==> src/rtl/vfcm_pkg.sv <==
// Shared types, constants and helper functions for the voxel face culling mesher.
// Has no dependencies; every other file of the block imports it.
package vfcm_pkg;

    // Fixed field widths of the item and result ports.
    localparam int COORD_W   = 4;
    localparam int IDX_W     = 13;
    localparam int DIR_W     = 3;
    localparam int NUM_DIRS  = 6;

    // Depth of the command queue between the front and back parts.
    localparam int QUEUE_DEPTH = 2;

    // Opcodes of an input item.
    localparam logic OP_WRITE = 1'b0;
    localparam logic OP_QUERY = 1'b1;

    // Face directions, in the order they are tested.
    localparam logic [DIR_W-1:0] DIR_NEG_X = 3'd0;
    localparam logic [DIR_W-1:0] DIR_POS_X = 3'd1;
    localparam logic [DIR_W-1:0] DIR_NEG_Y = 3'd2;
    localparam logic [DIR_W-1:0] DIR_POS_Y = 3'd3;
    localparam logic [DIR_W-1:0] DIR_NEG_Z = 3'd4;
    localparam logic [DIR_W-1:0] DIR_POS_Z = 3'd5;

    // Rows of the store read for a query, in issue order.
    localparam logic [2:0] ROW_CENTER = 3'd0;
    localparam logic [2:0] ROW_NEG_X  = 3'd1;
    localparam logic [2:0] ROW_POS_X  = 3'd2;
    localparam logic [2:0] ROW_NEG_Y  = 3'd3;
    localparam logic [2:0] ROW_POS_Y  = 3'd4;
    localparam logic [2:0] ROW_COUNT  = 3'd5;

    // One classified command as it travels through the queue.
    typedef struct packed {
        logic                is_query;
        logic                in_cube;
        logic                solid;
        logic [COORD_W-1:0]  x;
        logic [COORD_W-1:0]  y;
        logic [COORD_W-1:0]  z;
        logic [NUM_DIRS-1:0] nbr_in;
        logic [IDX_W-1:0]    base;
    } cmd_t;

    // Corner offsets {dx,dy,dz} of vertices v1..v4 of a face, v1 in the top bits.
    function automatic logic [11:0] corner_offsets(input logic [DIR_W-1:0] dir);
        logic [11:0] offs;
        unique case (dir)
            DIR_NEG_X: offs = 12'b000_001_010_011;
            DIR_POS_X: offs = 12'b100_110_101_111;
            DIR_NEG_Y: offs = 12'b000_100_001_101;
            DIR_POS_Y: offs = 12'b010_011_110_111;
            DIR_NEG_Z: offs = 12'b000_010_100_110;
            DIR_POS_Z: offs = 12'b001_101_011_111;
            default:   offs = 12'b000_000_000_000;
        endcase
        return offs;
    endfunction

endpackage

==> src/rtl/vfcm_front.sv <==
// Front part: classifies an incoming item into a queue command.
// Depends on vfcm_pkg.
module vfcm_front #(
    parameter int CHUNK_EDGE = 16
) (
    input  logic                         opcode,
    input  logic [vfcm_pkg::COORD_W-1:0] pos_x,
    input  logic [vfcm_pkg::COORD_W-1:0] pos_y,
    input  logic [vfcm_pkg::COORD_W-1:0] pos_z,
    input  logic                         solid,
    output vfcm_pkg::cmd_t               cmd
);
    import vfcm_pkg::*;

    localparam int VSIDE = CHUNK_EDGE + 1;
    localparam logic [IDX_W-1:0] V_IDX  = IDX_W'(VSIDE);
    localparam logic [IDX_W-1:0] VV_IDX = IDX_W'(VSIDE * VSIDE);

    // Range checks, neighbor presence and the base vertex index of the voxel.
    always_comb
    begin
        cmd.is_query = (opcode == OP_QUERY);
        cmd.in_cube  = (int'(pos_x) < CHUNK_EDGE) && (int'(pos_y) < CHUNK_EDGE)
                       && (int'(pos_z) < CHUNK_EDGE);
        cmd.solid    = solid;
        cmd.x        = pos_x;
        cmd.y        = pos_y;
        cmd.z        = pos_z;

        cmd.nbr_in            = '0;
        cmd.nbr_in[DIR_NEG_X] = (pos_x != '0);
        cmd.nbr_in[DIR_POS_X] = (int'(pos_x) + 1 < CHUNK_EDGE);
        cmd.nbr_in[DIR_NEG_Y] = (pos_y != '0);
        cmd.nbr_in[DIR_POS_Y] = (int'(pos_y) + 1 < CHUNK_EDGE);
        cmd.nbr_in[DIR_NEG_Z] = (pos_z != '0);
        cmd.nbr_in[DIR_POS_Z] = (int'(pos_z) + 1 < CHUNK_EDGE);

        // The largest index fits in 13 bits, so 13-bit arithmetic is exact.
        cmd.base = IDX_W'(pos_x) * VV_IDX + IDX_W'(pos_y) * V_IDX + IDX_W'(pos_z);
    end

endmodule

==> config.mk <==
export PLATFORM = sky130hd
export DESIGN_NAME = vfcm_front
export DESIGN_NICKNAME = d
export VERILOG_FILES = /design/src/rtl/vfcm_pkg.sv /design/src/rtl/vfcm_front.sv
export SDC_FILE = /design/constraint.sdc
export NUM_CORES = 1
export LEC_CHECK = 0
export BUFFER_PORTS_ARGS = -buffer_cell sky130_fd_sc_hd__buf_2
export CORE_ASPECT_RATIO = 1.25
export CORE_UTILIZATION = 48
export DETAILED_ROUTE_END_ITERATION = 8
export PLACE_DENSITY = 0.94
export SETUP_SLACK_MARGIN = 0.02
export SLEW_MARGIN = 25
export SYNTH_ARGS = -nofsm -noshare
export SYNTH_HDL_FRONTEND = slang
export SYNTH_SLANG_ARGS = --single-unit
==> constraint.sdc <==
create_clock -name vclk -period 6
set_clock_uncertainty 0.15 [all_clocks]
set_input_delay 1.2 -clock vclk [all_inputs]
set_output_delay 1.2 -clock vclk [all_outputs]
set_load 0.05 [all_outputs]
==> results.cfg <==
[finish]
drive_gt1_share_pct = 35.3
clock_buffer_count = 0
areaGrowthSynthToFinish_pct = 13.3
final_cell_mix = buf_2 (43), ha_1 (27), inv_1 (14)
seqCellArea_um2 = 0
fin_area_mm2 = 0.00103
layout_commonest_cell = buf_2
fin_util_pct = 58.5
antennaDiodeCount = 0
fin_nets = 181
layout.cells.non_filler = 152
nFillCells = 167
seq_cells = 0

[placement]
dp_cells = 152
place_area_mm2 = 0.00103
place_congestion = 0.819
port-buffer-count = 43
dp_hpwl_um = 1630

[drt]
wire_per_inst_um = 12.0
postRouteAntennaNets = 0
post-route-drc-count = 0
via_count = 820
drt_iter0_markers = 10
wl_um = 1820
vias_per_cell = 5.39
drtPass1Iterations = 5

[floorplan]
die_w_um = 41.0
core_area_mm2 = 0.00177
rows = 17
die_h_um = 50.7
ioPinCount = 48
initial_core_util_pct = 51.7
die_area_mm2 = 0.00208

[sta]
fin_hold_ws_ns = 2.25
period_needed_ns = 5.73
setup_violations = 0
rsz0062_at_grt = no
timing.setup.tns_ns = 0
max_freq_ghz = 0.175
hold_viol_final = 0
finalCritPeriodShare_pct = 95.5
drv_slew = 0

[critical_path]
crit_type = in2out
cp_data_arrival_time_ns = 4.38
cp_slowest_cell = fa_1
cp-start-kind = input pin
cp_num_buf_inv = 2
cpLargestDelayFamily = adder cells
cp-end-kind = primary output
critical_path.cell_chain = buf_2, ha_1, ha_1, ha_1, fa_1, ha_1, fa_1, a211oi_2, o21bai_1, a21oi_1, xnor2_1, buf_2
cpMostUsedCell = ha_1
required_ns = 4.65
crit_path_max_incr_delay_ns = 0.49
cp_max_fo = 6

[global_routing]
grt_pass1_wl_um = 3070
use_met1_pct = 25.7
grt_max_degree = 9
first_global_vias = 731
grt_usage_pct = 19.8
grtUsageMet3_pct = 0
grt_busiest_layer = met2
antenna_found_initial = 0
grt_overflow_total = 0
met2_usage_pct = 36.5

[logic_synthesis]
synth_fp_nets = 152
synth_top_cell_area_share_pct = 37.0
yosysUniqueCellTypes = 27
synthMuxAreaShare_pct = 1.10
seq_area_frac_synth_pct = 0
yosys.area_share.simple_pct = 10.2
synth_fa_ha_area_share_pct = 48.0
synth_top_family_by_area = adder cells
syn_inst = 106
yosys_warnings = 0
yosysTopAreaCell = ha_1
syn_area_per_cell_um2 = 8.60
synth_xor_xnor_area_share_pct = 6.72
synth_top_cells_by_area = ha_1 (37%), buf_4 (12%), fa_1 (11%), inv_1 (5.8%), a21oi_1 (3.8%)
synth_compound_area_share_pct = 15.0
syn_area_um2 = 912

[clock_tree]
postCtsSetupBuffers = 0
holdBufCountCts = 0
ctsResizeCount = 0

[power_and_ir_drop]
p_per_area_mw_per_mm2 = 255
peakVddDrop_mv = 0.174
p_leak_nw = 0.584

[status]
status = completed

[run]
max_cap_violations = 0

[worst_hold_path]
hp-class = in2out
[final timing paths]
path	from	end	cells past startpoint
max	pos_x[1]	cmd[8]	12
min	opcode	cmd[33]	0
[metal layers]
layer	share of wire, %	routed length, um
met5	0	0
met3	3.0	55
met2	55	998
met1	42	765
met4	0	0
[final cells by class]
class	instances	area, um^2	area share [%]
Multi-Input combinational cell	76	742	71.8
Tap cell	19	23.8	2.30
Timing Repair Buffer	43	215	20.8
Inverter	14	52.6	5.08
[kinds of logic (layout without fill, tap and decap cells)]
| kind of cell | Yosys count | after routing |
|---|---|---|
| AND/OR/NAND/NOR | 17 | 17 |
| adder cells (fa/ha/maj) | 32 | 32 |
| XOR/XNOR | 7 | 7 |
| multiplexers | 1 | 1 |
| buffers and inverters | 30 | 57 |
| other | 1 | 1 |
| AO/OA/AOI/OAI | 18 | 18 |
[stage by stage]
step | setup slack, ns | total power, W
global placement | 0.377 | 0.000259
detailed placement | 0.298 | 0.000264
finish | 0.272 | 0.000264
global route | 0.0898 | 0.000287
CTS | 0.264 | 0.000265
floorplan | 0.201 | 0.000226
[Yosys cell counts, drive strengths merged]
master	number
ha	27
buf	16
inv	14
a21oi	7
fa	5
nand2	4
nand4	4
xnor2	4
or4	3
xor2	3
nand2b	2
nor2	2
o21ai	2
a211oi	1
a21o	1
a221oi	1
a311oi	1
a31oi	1
conb	1
mux2i	1
nand3	1
nor3	1
o211ai	1
o21bai	1
o221ai	1
o311ai	1
[where the power goes]
part	total (W)	internal [W]	switching, W
logic	0.000264	0.0000691	0.000195
clock network	0	0	0
registers	0	0	0
(Power assumes the default switching activity.)
