`src/rtl/vfcm_pkg.sv`:
```
// Shared types, constants and helper functions for the voxel face culling mesher.
// Has no dependencies; every other file of the block imports it.
package vfcm_pkg;

    // Fixed field widths of the item and result ports.
    localparam int COORD_W   = 4;
    localparam int IDX_W     = 13;
    localparam int DIR_W     = 3;
    localparam int NUM_DIRS  = 6;

    // Depth of the command queue between the front and back parts.
    localparam int QUEUE_DEPTH = 2;

    // Opcodes of an input item.
    localparam logic OP_WRITE = 1'b0;
    localparam logic OP_QUERY = 1'b1;

    // Face directions, in the order they are tested.
    localparam logic [DIR_W-1:0] DIR_NEG_X = 3'd0;
    localparam logic [DIR_W-1:0] DIR_POS_X = 3'd1;
    localparam logic [DIR_W-1:0] DIR_NEG_Y = 3'd2;
    localparam logic [DIR_W-1:0] DIR_POS_Y = 3'd3;
    localparam logic [DIR_W-1:0] DIR_NEG_Z = 3'd4;
    localparam logic [DIR_W-1:0] DIR_POS_Z = 3'd5;

    // Rows of the store read for a query, in issue order.
    localparam logic [2:0] ROW_CENTER = 3'd0;
    localparam logic [2:0] ROW_NEG_X  = 3'd1;
    localparam logic [2:0] ROW_POS_X  = 3'd2;
    localparam logic [2:0] ROW_NEG_Y  = 3'd3;
    localparam logic [2:0] ROW_POS_Y  = 3'd4;
    localparam logic [2:0] ROW_COUNT  = 3'd5;

    // One classified command as it travels through the queue.
    typedef struct packed {
        logic                is_query;
        logic                in_cube;
        logic                solid;
        logic [COORD_W-1:0]  x;
        logic [COORD_W-1:0]  y;
        logic [COORD_W-1:0]  z;
        logic [NUM_DIRS-1:0] nbr_in;
        logic [IDX_W-1:0]    base;
    } cmd_t;

    // Corner offsets {dx,dy,dz} of vertices v1..v4 of a face, v1 in the top bits.
    function automatic logic [11:0] corner_offsets(input logic [DIR_W-1:0] dir);
        logic [11:0] offs;
        unique case (dir)
            DIR_NEG_X: offs = 12'b000_001_010_011;
            DIR_POS_X: offs = 12'b100_110_101_111;
            DIR_NEG_Y: offs = 12'b000_100_001_101;
            DIR_POS_Y: offs = 12'b010_011_110_111;
            DIR_NEG_Z: offs = 12'b000_010_100_110;
            DIR_POS_Z: offs = 12'b001_101_011_111;
            default:   offs = 12'b000_000_000_000;
        endcase
        return offs;
    endfunction

endpackage

```
`src/rtl/vfcm_cmd_fifo.sv`:
```
// Short command queue that decouples the front part from the back part.
// Depends on vfcm_pkg.
module vfcm_cmd_fifo (
    input  logic           clk,
    input  logic           rst_n,
    input  logic           push,
    input  vfcm_pkg::cmd_t wr_cmd,
    input  logic           pop,
    output vfcm_pkg::cmd_t rd_cmd,
    output logic           full,
    output logic           empty
);
    import vfcm_pkg::*;

    localparam int PTR_W = (QUEUE_DEPTH > 1) ? $clog2(QUEUE_DEPTH) : 1;
    localparam logic [PTR_W-1:0] LAST_PTR = PTR_W'(QUEUE_DEPTH - 1);
    localparam logic [PTR_W:0]   DEPTH_CNT = (PTR_W + 1)'(QUEUE_DEPTH);

    cmd_t              entry_reg [QUEUE_DEPTH];
    logic [PTR_W-1:0]  wr_ptr_reg, wr_ptr_next;
    logic [PTR_W-1:0]  rd_ptr_reg, rd_ptr_next;
    logic [PTR_W:0]    count_reg, count_next;

    assign full   = (count_reg == DEPTH_CNT);
    assign empty  = (count_reg == '0);
    assign rd_cmd = entry_reg[rd_ptr_reg];

    // Pointer and fill count update.
    always_comb
    begin
        wr_ptr_next = wr_ptr_reg;
        rd_ptr_next = rd_ptr_reg;
        count_next  = count_reg;
        if (push)
        begin
            wr_ptr_next = (wr_ptr_reg == LAST_PTR) ? '0 : wr_ptr_reg + PTR_W'(1);
        end
        if (pop)
        begin
            rd_ptr_next = (rd_ptr_reg == LAST_PTR) ? '0 : rd_ptr_reg + PTR_W'(1);
        end
        if (push && !pop)
        begin
            count_next = count_reg + (PTR_W + 1)'(1);
        end
        else if (pop && !push)
        begin
            count_next = count_reg - (PTR_W + 1)'(1);
        end
    end

    always_ff @(posedge clk or negedge rst_n)
    begin
        if (!rst_n)
        begin
            wr_ptr_reg <= '0;
            rd_ptr_reg <= '0;
            count_reg  <= '0;
        end
        else
        begin
            wr_ptr_reg <= wr_ptr_next;
            rd_ptr_reg <= rd_ptr_next;
            count_reg  <= count_next;
        end
    end

    // Queue storage.
    always_ff @(posedge clk)
    begin
        if (push)
        begin
            entry_reg[wr_ptr_reg] <= wr_cmd;
        end
    end

    // The queue is never read empty nor written full.
    assert property (@(posedge clk) disable iff (!rst_n) !(pop && empty))
        else $error("command queue popped while empty");
    assert property (@(posedge clk) disable iff (!rst_n) !(push && full))
        else $error("command queue pushed while full");
    // A lone transfer into the queue leaves it holding at least one command.
    assert property (@(posedge clk) disable iff (!rst_n) (push && !pop) |=> !empty)
        else $error("command queue lost a pushed command");

endmodule

```
`config.mk`:
```
export PLATFORM = sky130hd
export DESIGN_NAME = vfcm_cmd_fifo
export DESIGN_NICKNAME = d
export VERILOG_FILES = /design/src/rtl/vfcm_pkg.sv /design/src/rtl/vfcm_cmd_fifo.sv
export SDC_FILE = /design/constraint.sdc
export NUM_CORES = 1
export LEC_CHECK = 0
export ABC_AREA = 1
export BUFFER_PORTS_ARGS = -buffer_cell sky130_fd_sc_hd__buf_2
export CORE_UTILIZATION = 50
export DETAILED_ROUTE_END_ITERATION = 8
export GPL_ROUTABILITY_DRIVEN = 0
export PLACE_DENSITY = 0.76
export SYNTH_ARGS = -nofsm -noshare
export SYNTH_HDL_FRONTEND = slang
export SYNTH_SLANG_ARGS = --single-unit
```
`constraint.sdc`:
```
create_clock -name clk -period 4.5 [get_ports clk]
set_clock_uncertainty 0.15 [all_clocks]
set_input_delay 0 -clock clk [delete_from_list [all_inputs] [get_ports clk]]
set_output_delay 0 -clock clk [all_outputs]
set_load 0.03 [all_outputs]
```
==> flow_summary.yaml <==
run_status:
  status: "complete, no violations"
synth:
  yosysWarningCount: 0
  synth_area_sq_mm: 0.00281
  synth_nets: 170
  syn_inst: 131
  synth_area_per_cell_sq_um: 21.5
  ys_ff_latch: 72
  synth_cell_type_count: 14
  synth_seq_area_share: 0.762
route:
  dr.pass1.iters: 4
  drc: 0
  vias: 1523
  route.detailed.wl_per_inst_microns: 14.2
  drt-initial-drc-count: 56
  ant_nets: 0
  routed_wl_microns: 4620
  routed_via_density: 4.69
global_routing:
  track_usage: 0.165
  overflow: 0
  grt_max_degree: 36
  grt_pass1_vias: 1504
  antenna_found_initial: 0
  grt_pass1_wl_microns: 7020
clock_network:
  clkLatencyLatePin_ps: 330
  clk_pin_slew_ps: 70
  clockBufferDepth: 2
  cts_root_buffer: "clkbuf_8"
  h-tree-depth: 3
  tritoncts: "built"
  cts.sinks: 72
  numCtsBuffers: 9
cells_and_area:
  layout_commonest_cell: "buf_2"
  n_antenna_cell: 0
  regArea_sq_mm: 0.00214
  final_nets: 289
  fillCellCount: 351
  largest_reg_flops: 68
  final_cell_mix: "73 x buf_2, 68 x edfxtp_1, 38 x dlygate4sd3_1"
  area_growth_pct: 34.5
  fin_area_sq_mm: 0.00378
  layout-drive-gt1-share: 0.482
  finish.utilization: 0.717
  multi_input_comb_area_sq_um: 579
floorplan:
  coreArea_sq_mm: 0.00527
  chipHeight_microns: 77.0
  start_util: 0.533
  die_x_microns: 77.0
  io-pin-count: 74
  die-area_sq_mm: 0.00593
  num_rows: 26
sta:
  fin_setup_tns_ps: 0
  finalCritPeriodShare: 0.477
  rsz0062_at_grt: "false"
  tightest_slew_ps: 1060
  slew_violations: 0
  setup_viol: 0
  fmax_mhz: 466
  period_minus_slack_ps: 2150
  slew_headroom: 0.292
  final_hold_viol_count: 0
critical_path:
  crit_fanout: 35
  crit_end: "rd_cmd[19]"
  worstRegToRegCells: 3
  worstSetupPathType: "flip-flop to output pin"
  startpoint: "rd_ptr_reg$_DFFE_PN0P_"
  r2r_setup_slack_ps: 2670
  cp-start-kind: "flip-flop"
  cp.required_ps: 4350
  reg2reg_to: "entry_reg[1][10]$_DFFE_PP_"
  cp-end-kind: "output pin"
  timing.rr.start: "wr_ptr_reg$_DFFE_PN0P_"
  crit_arrival_ps: 2000
hold_path:
  hp-class: "primary input to flip-flop"
  min-delay-start: "pop"
power_and_ir_drop:
  switching_share: 0.344
  sequentialPowerShare: 0.438
  total_power_uw: 2320
  switching_power_uw: 799
  internal_power_uw: 1520
  ir_drop_mv: 0.434
  pwr-share-comb: 0.352
  powerDensity_mw_per_mm2: 615
  clkPwrFrac: 0.209
  p_leak_uw: 0.00157
placed_design:
  io_buffers: 73
  dp_hpwl_microns: 2790
  placed_area_sq_mm: 0.00321
run:
  drv_cap: 0
[cell usage after synthesis]
cell      count  share of area
dfrtp_1       4          0.036
buf_6         1         0.0040
mux2_2        5          0.020
nor2_1        3         0.0040
nand3_1       1         0.0018
inv_1         7         0.0093
xnor2_1       1         0.0031
ha_1          1         0.0044
buf_12        3          0.021
nand4_1       1         0.0022
mux2_4       29           0.15
nand2_1       5         0.0067
edfxtp_1     68           0.73
xor2_1        2         0.0062
[what timing repair did]
item,in CTS,in global routing
gates resized for setup,0,0
hold buffers,38,0
hold endpoints to repair,75,0
endpoints found under the setup margin,0,0
buffers inserted,0,0
[power groups by stage]
stage                     clock [uW]  sequential, uW  combinational [uW]
after detailed placement           0            1040                 799
final                            487            1020                 819
after global placement             0            1030                 790
after global routing             521            1040                 861
after floorplan                    0             941                 743
after CTS                        499            1020                 826
[cell type report]
cell class / count / share of cell area
Tap cell: 70 / 0.0232
Inverter: 7 / 0.00695
Clock inverter: 3 / 0.0113
Multi-Input combinational cell: 48 / 0.153
Clock buffer: 13 / 0.0394
Timing Repair Buffer: 112 / 0.199
Sequential cell: 72 / 0.567
[cell families (layout without fill, tap and decap cells)]
group                    after synthesis  in the layout  synth area share
AND/OR/NAND/NOR                       10             10            0.0147
flip-flops                            72             72             0.762
multiplexers                          34             34             0.175
adder cells (fa/ha/maj)                1              1           0.00445
buffers and inverters                 11            135            0.0347
XOR/XNOR                               3              3           0.00935
[worst max-delay path, cell delays in order, from the launching register on]
cell	delay, ps
dfrtp_2	1060
mux2_2	410
buf_2	170
[routing by layer]
layer / track usage / vias up / wire length [microns]
met5: 0 / - / 0
met4: 0.0679 / 0 / 82
met3: 0.0583 / 9 / 285
met2: 0.279 / 60 / 2270
met1: 0.191 / 717 / 1990
li1: - / 737 / -
[stage by stage]
stage / instances / hold slack (ps) / setup WS (ps)
after global placement: 271 / -337 / 2700
after detailed placement: 271 / -332 / 2660
final: 325 / 224 / 2350
after CTS: 325 / 216 / 2310
after floorplan: 131 / -446 / 2080
after global routing: 325 / 223 / 2240
[how the worst min path moves through the flow]
stage	endpoint	slack (ps)	cells after the start
detailed placement	count_reg[1]$_DFFE_PN0P_	-330	1
floorplan	count_reg[0]$_DFFE_PN0P_	-450	0
global placement	count_reg[1]$_DFFE_PN0P_	-340	1
CTS	rd_ptr_reg$_DFFE_PN0P_	220	3
finish	rd_ptr_reg$_DFFE_PN0P_	220	3
global route	entry_reg[0][2]$_DFFE_PP_	220	2
Power figures use the tool's default switching activity.
