File: src/rtl/vfcm_pkg.sv
// Shared types, constants and helper functions for the voxel face culling mesher.
// Has no dependencies; every other file of the block imports it.
package vfcm_pkg;

    // Fixed field widths of the item and result ports.
    localparam int COORD_W   = 4;
    localparam int IDX_W     = 13;
    localparam int DIR_W     = 3;
    localparam int NUM_DIRS  = 6;

    // Depth of the command queue between the front and back parts.
    localparam int QUEUE_DEPTH = 2;

    // Opcodes of an input item.
    localparam logic OP_WRITE = 1'b0;
    localparam logic OP_QUERY = 1'b1;

    // Face directions, in the order they are tested.
    localparam logic [DIR_W-1:0] DIR_NEG_X = 3'd0;
    localparam logic [DIR_W-1:0] DIR_POS_X = 3'd1;
    localparam logic [DIR_W-1:0] DIR_NEG_Y = 3'd2;
    localparam logic [DIR_W-1:0] DIR_POS_Y = 3'd3;
    localparam logic [DIR_W-1:0] DIR_NEG_Z = 3'd4;
    localparam logic [DIR_W-1:0] DIR_POS_Z = 3'd5;

    // Rows of the store read for a query, in issue order.
    localparam logic [2:0] ROW_CENTER = 3'd0;
    localparam logic [2:0] ROW_NEG_X  = 3'd1;
    localparam logic [2:0] ROW_POS_X  = 3'd2;
    localparam logic [2:0] ROW_NEG_Y  = 3'd3;
    localparam logic [2:0] ROW_POS_Y  = 3'd4;
    localparam logic [2:0] ROW_COUNT  = 3'd5;

    // One classified command as it travels through the queue.
    typedef struct packed {
        logic                is_query;
        logic                in_cube;
        logic                solid;
        logic [COORD_W-1:0]  x;
        logic [COORD_W-1:0]  y;
        logic [COORD_W-1:0]  z;
        logic [NUM_DIRS-1:0] nbr_in;
        logic [IDX_W-1:0]    base;
    } cmd_t;

    // Corner offsets {dx,dy,dz} of vertices v1..v4 of a face, v1 in the top bits.
    function automatic logic [11:0] corner_offsets(input logic [DIR_W-1:0] dir);
        logic [11:0] offs;
        unique case (dir)
            DIR_NEG_X: offs = 12'b000_001_010_011;
            DIR_POS_X: offs = 12'b100_110_101_111;
            DIR_NEG_Y: offs = 12'b000_100_001_101;
            DIR_POS_Y: offs = 12'b010_011_110_111;
            DIR_NEG_Z: offs = 12'b000_010_100_110;
            DIR_POS_Z: offs = 12'b001_101_011_111;
            default:   offs = 12'b000_000_000_000;
        endcase
        return offs;
    endfunction

endpackage

File: src/rtl/vfcm_back.sv
// Back part: owns the occupancy store, carries out writes and queries, emits faces.
// Depends on vfcm_pkg.
module vfcm_back #(
    parameter int CHUNK_EDGE = 16
) (
    input  logic                         clk,
    input  logic                         rst_n,
    input  vfcm_pkg::cmd_t               cmd,
    input  logic                         cmd_empty,
    output logic                         cmd_pop,
    output logic                         clearing,
    output logic                         strobe,
    output logic                         face_valid,
    output logic [vfcm_pkg::DIR_W-1:0]   face_dir,
    output logic [vfcm_pkg::IDX_W-1:0]   index_a,
    output logic [vfcm_pkg::IDX_W-1:0]   index_b,
    output logic [vfcm_pkg::IDX_W-1:0]   index_c,
    output logic [vfcm_pkg::IDX_W-1:0]   index_d,
    output logic [vfcm_pkg::IDX_W-1:0]   index_e,
    output logic [vfcm_pkg::IDX_W-1:0]   index_f,
    output logic                         last
);
    import vfcm_pkg::*;

    // Store is organized as one row of CHUNK_EDGE bits (along z) per (x,y).
    localparam int ROWS  = CHUNK_EDGE * CHUNK_EDGE;
    localparam int AW    = $clog2(ROWS);
    localparam int CW    = $clog2(CHUNK_EDGE);
    localparam int VSIDE = CHUNK_EDGE + 1;
    localparam logic [AW-1:0]    LAST_ROW = AW'(ROWS - 1);
    localparam logic [AW-1:0]    EDGE_A   = AW'(CHUNK_EDGE);
    localparam logic [IDX_W-1:0] V_IDX    = IDX_W'(VSIDE);
    localparam logic [IDX_W-1:0] VV_IDX   = IDX_W'(VSIDE * VSIDE);

    typedef enum logic [5:0] {
        ST_CLEAR = 6'b000001,
        ST_IDLE  = 6'b000010,
        ST_WREAD = 6'b000100,
        ST_WRITE = 6'b001000,
        ST_READ  = 6'b010000,
        ST_EMIT  = 6'b100000
    } back_state_t;

    function automatic logic [AW-1:0] row_addr(input logic [COORD_W:0] cx,
                                               input logic [COORD_W:0] cy);
        return AW'(cx) * EDGE_A + AW'(cy);
    endfunction

    function automatic logic [IDX_W-1:0] vertex(input logic [IDX_W-1:0] base,
                                                input logic [2:0]       off);
        return base + (off[2] ? VV_IDX : '0) + (off[1] ? V_IDX : '0) + IDX_W'(off[0]);
    endfunction

    back_state_t          state_reg, state_next;
    cmd_t                 cur_reg, cur_next;
    logic [AW-1:0]        clr_cnt_reg, clr_cnt_next;
    logic [2:0]           rd_cnt_reg, rd_cnt_next;
    logic [NUM_DIRS-1:0]  mask_reg, mask_next;
    logic                 center_reg, center_next;
    logic [NUM_DIRS-1:0]  nbr_reg, nbr_next;
    logic                 strobe_reg, strobe_next;
    logic                 face_valid_reg, face_valid_next;
    logic [DIR_W-1:0]     face_dir_reg, face_dir_next;
    logic [IDX_W-1:0]     vert_reg [4];
    logic [IDX_W-1:0]     vert_next [4];
    logic                 last_reg, last_next;

    logic [CHUNK_EDGE-1:0] mem [ROWS];
    logic [CHUNK_EDGE-1:0] rdata_reg;
    logic [AW-1:0]         raddr;
    logic                  we;
    logic [AW-1:0]         waddr;
    logic [CHUNK_EDGE-1:0] wdata;

    logic [COORD_W:0]      x5, y5, xm, xp, ym, yp;
    logic [AW-1:0]         center_addr;
    logic [CW-1:0]         z_idx, zm_idx, zp_idx;
    logic [2:0]            cap_row;
    logic [DIR_W-1:0]      sel_dir;
    logic [NUM_DIRS-1:0]   remaining;
    logic [11:0]           offs;

    // Neighbor coordinates and bit positions of the current command.
    always_comb
    begin
        x5          = {1'b0, cur_reg.x};
        y5          = {1'b0, cur_reg.y};
        xm          = x5 - (COORD_W + 1)'(1);
        xp          = x5 + (COORD_W + 1)'(1);
        ym          = y5 - (COORD_W + 1)'(1);
        yp          = y5 + (COORD_W + 1)'(1);
        center_addr = row_addr(x5, y5);
        z_idx       = CW'(cur_reg.z);
        zm_idx      = cur_reg.nbr_in[DIR_NEG_Z] ? z_idx - CW'(1) : z_idx;
        zp_idx      = cur_reg.nbr_in[DIR_POS_Z] ? z_idx + CW'(1) : z_idx;
        cap_row     = rd_cnt_reg - 3'd1;
    end

    // Lowest pending face direction and its corner offsets.
    always_comb
    begin
        sel_dir = DIR_NEG_X;
        for (int i = NUM_DIRS - 1; i >= 0; i--)
        begin
            if (mask_reg[i])
            begin
                sel_dir = DIR_W'(i);
            end
        end
        remaining          = mask_reg;
        remaining[sel_dir] = 1'b0;
        offs               = corner_offsets(sel_dir);
    end

    // Read address: one row per cycle for a query, the center row for a write.
    always_comb
    begin
        raddr = '0;
        if (state_reg == ST_WREAD)
        begin
            raddr = center_addr;
        end
        else if (state_reg == ST_READ)
        begin
            case (rd_cnt_reg)
                ROW_NEG_X: raddr = cur_reg.nbr_in[DIR_NEG_X] ? row_addr(xm, y5) : center_addr;
                ROW_POS_X: raddr = cur_reg.nbr_in[DIR_POS_X] ? row_addr(xp, y5) : center_addr;
                ROW_NEG_Y: raddr = cur_reg.nbr_in[DIR_NEG_Y] ? row_addr(x5, ym) : center_addr;
                ROW_POS_Y: raddr = cur_reg.nbr_in[DIR_POS_Y] ? row_addr(x5, yp) : center_addr;
                default:   raddr = center_addr;
            endcase
        end
    end

    // Sequencer of the back part.
    always_comb
    begin
        state_next      = state_reg;
        cur_next        = cur_reg;
        clr_cnt_next    = clr_cnt_reg;
        rd_cnt_next     = rd_cnt_reg;
        mask_next       = mask_reg;
        center_next     = center_reg;
        nbr_next        = nbr_reg;
        strobe_next     = 1'b0;
        face_valid_next = face_valid_reg;
        face_dir_next   = face_dir_reg;
        vert_next       = vert_reg;
        last_next       = last_reg;
        cmd_pop         = 1'b0;
        we              = 1'b0;
        waddr           = center_addr;
        wdata           = rdata_reg;

        unique case (state_reg)
            ST_CLEAR:
            begin
                we           = 1'b1;
                waddr        = clr_cnt_reg;
                wdata        = '0;
                clr_cnt_next = clr_cnt_reg + AW'(1);
                if (clr_cnt_reg == LAST_ROW)
                begin
                    state_next = ST_IDLE;
                end
            end
            ST_IDLE:
            begin
                if (!cmd_empty)
                begin
                    cmd_pop     = 1'b1;
                    cur_next    = cmd;
                    rd_cnt_next = '0;
                    if (!cmd.is_query)
                    begin
                        state_next = cmd.in_cube ? ST_WREAD : ST_IDLE;
                    end
                    else if (cmd.in_cube)
                    begin
                        state_next = ST_READ;
                    end
                    else
                    begin
                        // A voxel outside the cube is empty: no faces.
                        mask_next  = '0;
                        state_next = ST_EMIT;
                    end
                end
            end
            ST_WREAD:
            begin
                state_next = ST_WRITE;
            end
            ST_WRITE:
            begin
                // Read-modify-write of the center row.
                we           = 1'b1;
                wdata        = rdata_reg;
                wdata[z_idx] = cur_reg.solid;
                state_next   = ST_IDLE;
            end
            ST_READ:
            begin
                rd_cnt_next = rd_cnt_reg + 3'd1;
                if (rd_cnt_reg != '0)
                begin
                    case (cap_row)
                        ROW_CENTER:
                        begin
                            center_next         = rdata_reg[z_idx];
                            nbr_next[DIR_NEG_Z] = cur_reg.nbr_in[DIR_NEG_Z] & rdata_reg[zm_idx];
                            nbr_next[DIR_POS_Z] = cur_reg.nbr_in[DIR_POS_Z] & rdata_reg[zp_idx];
                        end
                        ROW_NEG_X: nbr_next[DIR_NEG_X] = cur_reg.nbr_in[DIR_NEG_X] & rdata_reg[z_idx];
                        ROW_POS_X: nbr_next[DIR_POS_X] = cur_reg.nbr_in[DIR_POS_X] & rdata_reg[z_idx];
                        ROW_NEG_Y: nbr_next[DIR_NEG_Y] = cur_reg.nbr_in[DIR_NEG_Y] & rdata_reg[z_idx];
                        ROW_POS_Y: nbr_next[DIR_POS_Y] = cur_reg.nbr_in[DIR_POS_Y] & rdata_reg[z_idx];
                        default:   nbr_next = nbr_reg;
                    endcase
                end
                if (rd_cnt_reg == ROW_COUNT)
                begin
                    mask_next  = center_reg ? ~nbr_next : '0;
                    state_next = ST_EMIT;
                end
            end
            ST_EMIT:
            begin
                strobe_next = 1'b1;
                if (mask_reg == '0)
                begin
                    // Empty or fully enclosed voxel: one result marked not valid.
                    face_valid_next = 1'b0;
                    face_dir_next   = '0;
                    for (int k = 0; k < 4; k++)
                    begin
                        vert_next[k] = '0;
                    end
                    last_next  = 1'b1;
                    state_next = ST_IDLE;
                end
                else
                begin
                    face_valid_next = 1'b1;
                    face_dir_next   = sel_dir;
                    for (int k = 0; k < 4; k++)
                    begin
                        vert_next[k] = vertex(cur_reg.base, offs[(3 - k) * 3 +: 3]);
                    end
                    last_next = (remaining == '0);
                    mask_next = remaining;
                    if (remaining == '0)
                    begin
                        state_next = ST_IDLE;
                    end
                end
            end
            default:
            begin
                state_next = ST_IDLE;
            end
        endcase
    end

    // Control state.
    always_ff @(posedge clk or negedge rst_n)
    begin
        if (!rst_n)
        begin
            state_reg   <= ST_CLEAR;
            clr_cnt_reg <= '0;
            rd_cnt_reg  <= '0;
            mask_reg    <= '0;
            strobe_reg  <= 1'b0;
        end
        else
        begin
            state_reg   <= state_next;
            clr_cnt_reg <= clr_cnt_next;
            rd_cnt_reg  <= rd_cnt_next;
            mask_reg    <= mask_next;
            strobe_reg  <= strobe_next;
        end
    end

    // Payload registers.
    always_ff @(posedge clk)
    begin
        cur_reg        <= cur_next;
        center_reg     <= center_next;
        nbr_reg        <= nbr_next;
        face_valid_reg <= face_valid_next;
        face_dir_reg   <= face_dir_next;
        vert_reg       <= vert_next;
        last_reg       <= last_next;
    end

    // Occupancy store: one write port, one registered read port.
    always_ff @(posedge clk)
    begin
        if (we)
        begin
            mem[waddr] <= wdata;
        end
        rdata_reg <= mem[raddr];
    end

    assign clearing   = (state_reg == ST_CLEAR);
    assign strobe     = strobe_reg;
    assign face_valid = face_valid_reg;
    assign face_dir   = face_dir_reg;
    assign index_a    = vert_reg[0];
    assign index_b    = vert_reg[1];
    assign index_c    = vert_reg[2];
    assign index_d    = vert_reg[1];
    assign index_e    = vert_reg[3];
    assign index_f    = vert_reg[2];
    assign last       = last_reg;

    // A result only follows a cycle of the emit state.
    assert property (@(posedge clk) disable iff (!rst_n)
        strobe_reg |-> $past(state_reg == ST_EMIT))
        else $error("result transfer outside the emit state");
    // A result marked not valid always closes its query.
    assert property (@(posedge clk) disable iff (!rst_n)
        (strobe_reg && !face_valid_reg) |-> last_reg)
        else $error("invalid result not marked last");
    // Pending faces in the emit state give a valid face in the next cycle.
    assert property (@(posedge clk) disable iff (!rst_n)
        (state_reg == ST_EMIT && mask_reg != '0) |=> (strobe_reg && face_valid_reg))
        else $error("pending face not emitted");

endmodule

File: config.mk
export PLATFORM = sky130hd
export DESIGN_NAME = vfcm_back
export DESIGN_NICKNAME = d
export VERILOG_FILES = /design/src/rtl/vfcm_pkg.sv /design/src/rtl/vfcm_back.sv
export SDC_FILE = /design/constraint.sdc
export NUM_CORES = 2
export LEC_CHECK = 0
export BUFFER_PORTS_ARGS = -buffer_cell sky130_fd_sc_hd__buf_2
export CAP_MARGIN = 20
export CORE_UTILIZATION = 30
export CTS_CLUSTER_SIZE = 12
export DETAILED_ROUTE_END_ITERATION = 7
export PLACE_DENSITY = 0.5
export SLEW_MARGIN = 0
export SYNTH_ARGS = -nofsm -noshare
export SYNTH_HDL_FRONTEND = slang
export SYNTH_SLANG_ARGS = --single-unit
export TNS_END_PERCENT = 10
File: constraint.sdc
create_clock -name clk -period 12.8 [get_ports clk]
set_input_delay 1.92 -clock clk [delete_from_list [all_inputs] [get_ports clk]]
set_output_delay 1.92 -clock clk [all_outputs]
set_load 0.02 [all_outputs]
==> flow_summary.ini <==
[synthesis]
ys_ff_latch = 4228
yosysSeqAreaShare = 0.762
syn_avg_cell_area_um2 = 17.8
synth_warnings = 0
syn-num-nets = 9443
async_reset_ff_frac = 0.00568
synth_top_area_share = 0.756
synthTopCellsByArea = edfxtp_1 76%, mux4_2 9.0%, nand2_1 2.9%
synthCells = 9352
ys.flop_type = edfxtp_1
yosys.area.top_type = edfxtp_1
syn-cell-area_mm2 = 0.166
synth_edf_count = 4188
synth.distinct_cells = 97

[sta]
fin_crit_ns = 7.59
setup_viol = 0
skew_ns = 0.0736
rsz0062_at_grt = no
fmax_mhz = 132
hold_viol = 0
slew_headroom = 0.194
slew_viol_final = 0
fin_ws_ns = 5.21
tightest_slew_ns = 1.20
period_share = 0.593

[cts]
cts_made_buffers = 443
clockRootBuffer = clkbuf_16
ctsResizeCount = 0
clock_latency_ns = 1.05
cts_setup_buffers = 0
clockBufferDepth = 4
hold_buffers = 0
clkSlewWorstSetupHoldPaths_ns = 0.06
htree_num_levels = 5
cts_tree = yes
clock-sinks = 4228

[pwr]
power_density_mw_per_mm2 = 192
p_clk_frac = 0.331
peakVddDrop_mv = 0.259
switching_share = 0.297
pwr-share-comb = 0.190
finalPower_mw = 36.9
power_switching_mw = 10.9
leakagePower_nw = 59.5
power_frac_seq = 0.480
power.internal_mw = 25.9

[route]
wl_per_cell_um = 31.5
via_count = 94138
finalWirelength_um = 550000
antenna_left = 0
drtPass1Iterations = 6
dr.first_iter.drc_count = 11758
vias_per_cell = 5.40
drc = 0

[grt]
grt_max_degree = 193
grt_first_pass_wirelength_um = 758000
globalRouteOverflowTotal = 0
track_usage = 0.191
antenna_found_initial = 28
grt_pass1_vias = 92032

[layout]
final_cells = 17449
utilization = 0.348
drive_gt1_frac = 0.208
area_growth_pct = 15.5
largest_reg_flops = 4096
final_common_cell = edfxtp_1
final_nets = 9904
final_cell_mix = 4,188 x edfxtp_1, 1,290 x nand2_1, 668 x mux4_2

[floorplan]
die_area_mm2 = 0.557
coreArea_mm2 = 0.552
rows = 273
io-pin-count = 123
die_h_um = 746
start_util = 0.301
die_w_um = 746

[placement]
place_inst = 16646
dp_hpwl_um = 325000
post-place-ws_ns = 5.44
io_buffers = 122
globalplace.congestion = 0.866

[outcome]
status = finished, final reports clean

[worst_setup_path]
crit_type = flop to flop
crit_arrival_ns = 8.49
end_kind = flop
worstPathMaxFanout = 86
required_ns = 13.69
cp-start-kind = flop

[worst_hold_path]
min_path_type = flop to flop

[run]
cap_viol_max_count = 0
## metal layers
metal / GRT usage / up-vias / share of wire
met1: 0.260 / 50427 / 0.41
li1: - / 38225 / -
met2: 0.308 / 4546 / 0.47
met5: 0 / - / 0.00013
met3: 0.0347 / 930 / 0.083
met4: 0.0686 / 10 / 0.040
## cell usage after synthesis (23+ instances only)
cell	n
dfrtp_1	23
buf_1	45
clkbuf_1	158
a31oi_1	63
xnor2_1	35
a311oi_1	38
o22ai_1	67
buf_4	129
a2111oi_0	24
and3_1	79
mux4_2	668
buf_6	23
ha_1	50
a21oi_1	207
edfxtp_1	4188
a211oi_1	36
nor2_1	382
o221ai_1	23
nand2_1	1294
nand3_1	520
nand4_1	71
mux2i_1	203
o31ai_1	27
a22oi_1	209
nor3_1	27
o21ai_0	115
buf_2	226
## critical path, cell delays in order, from the launching register on
cell	delay, ns
dfrtp_1	0.57
inv_1	0.21
ha_1	0.47
nor3b_2	0.46
nor4_4	0.11
a221oi_4	0.53
buf_4	0.69
buf_12	0.63
buf_4	0.76
mux4_2	0.58
a2111oi_0	0.92
buf_4	0.24
nor3_1	0.11
o31ai_1	0.90
nand4_1	0.18
## power groups by stage
stage	clock, mW	combinational, mW	sequential (mW)
final	12.2	6.99	17.7
after global routing	12.9	7.37	17.7
after CTS	12.4	6.96	17.7
after detailed placement	0	6.95	18.0
after global placement	0	6.70	18.0
after floorplan	0	3.66	19.5
## stage by stage
stage	cell area, µm²	hold WS (ns)	setup TNS [ns]
floorplan	166000	0.498	-2128.29
global placement	178000	0.535	0
detailed placement	178000	0.538	0
CTS	192000	0.548	0
global route	192000	0.573	0
finish	192000	0.558	0
## cells by family after synthesis
| group | share of synthesized area |
|---|---|
| xor gates and xnor gates | 0.00300 |
| DFF | 0.762 |
| adders and majority gates | 0.00431 |
| buffers and inverters | 0.0193 |
| and+or+nand+nor | 0.0669 |
| muxes | 0.103 |
| AOI/OAI and AO/OA | 0.0414 |
## final cells by class
| class | count | area (µm²) |
|---|---|---|
| clock inverter | 218 | 1830 |
| inverter | 25 | 93.8 |
| antenna | 12 | 30.0 |
| sequential | 4228 | 127000 |
| multi-input combinational | 4518 | 37800 |
| tap | 7287 | 9120 |
| clock buffer | 564 | 11600 |
| timing repair buffer | 597 | 4860 |
| fill | 51406 | 360000 |
## final timing paths
check	start	endpoint	slack (ns)	cells after the start
max in group asynchronous	rst_n	state_reg[3]	11.39	1
hold / removal	clr_cnt_reg[5]	clr_cnt_reg[5]	0.56	1
setup reg to reg	rd_cnt_reg[2]	rdata_reg[4]	5.21	14
setup / recovery	rd_cnt_reg[2]	rdata_reg[4]	5.21	14
min in group asynchronous	rst_n	mask_reg[2]	0.93	1
hold reg to reg	clr_cnt_reg[5]	clr_cnt_reg[5]	0.56	1
(Power assumes the default switching activity.)
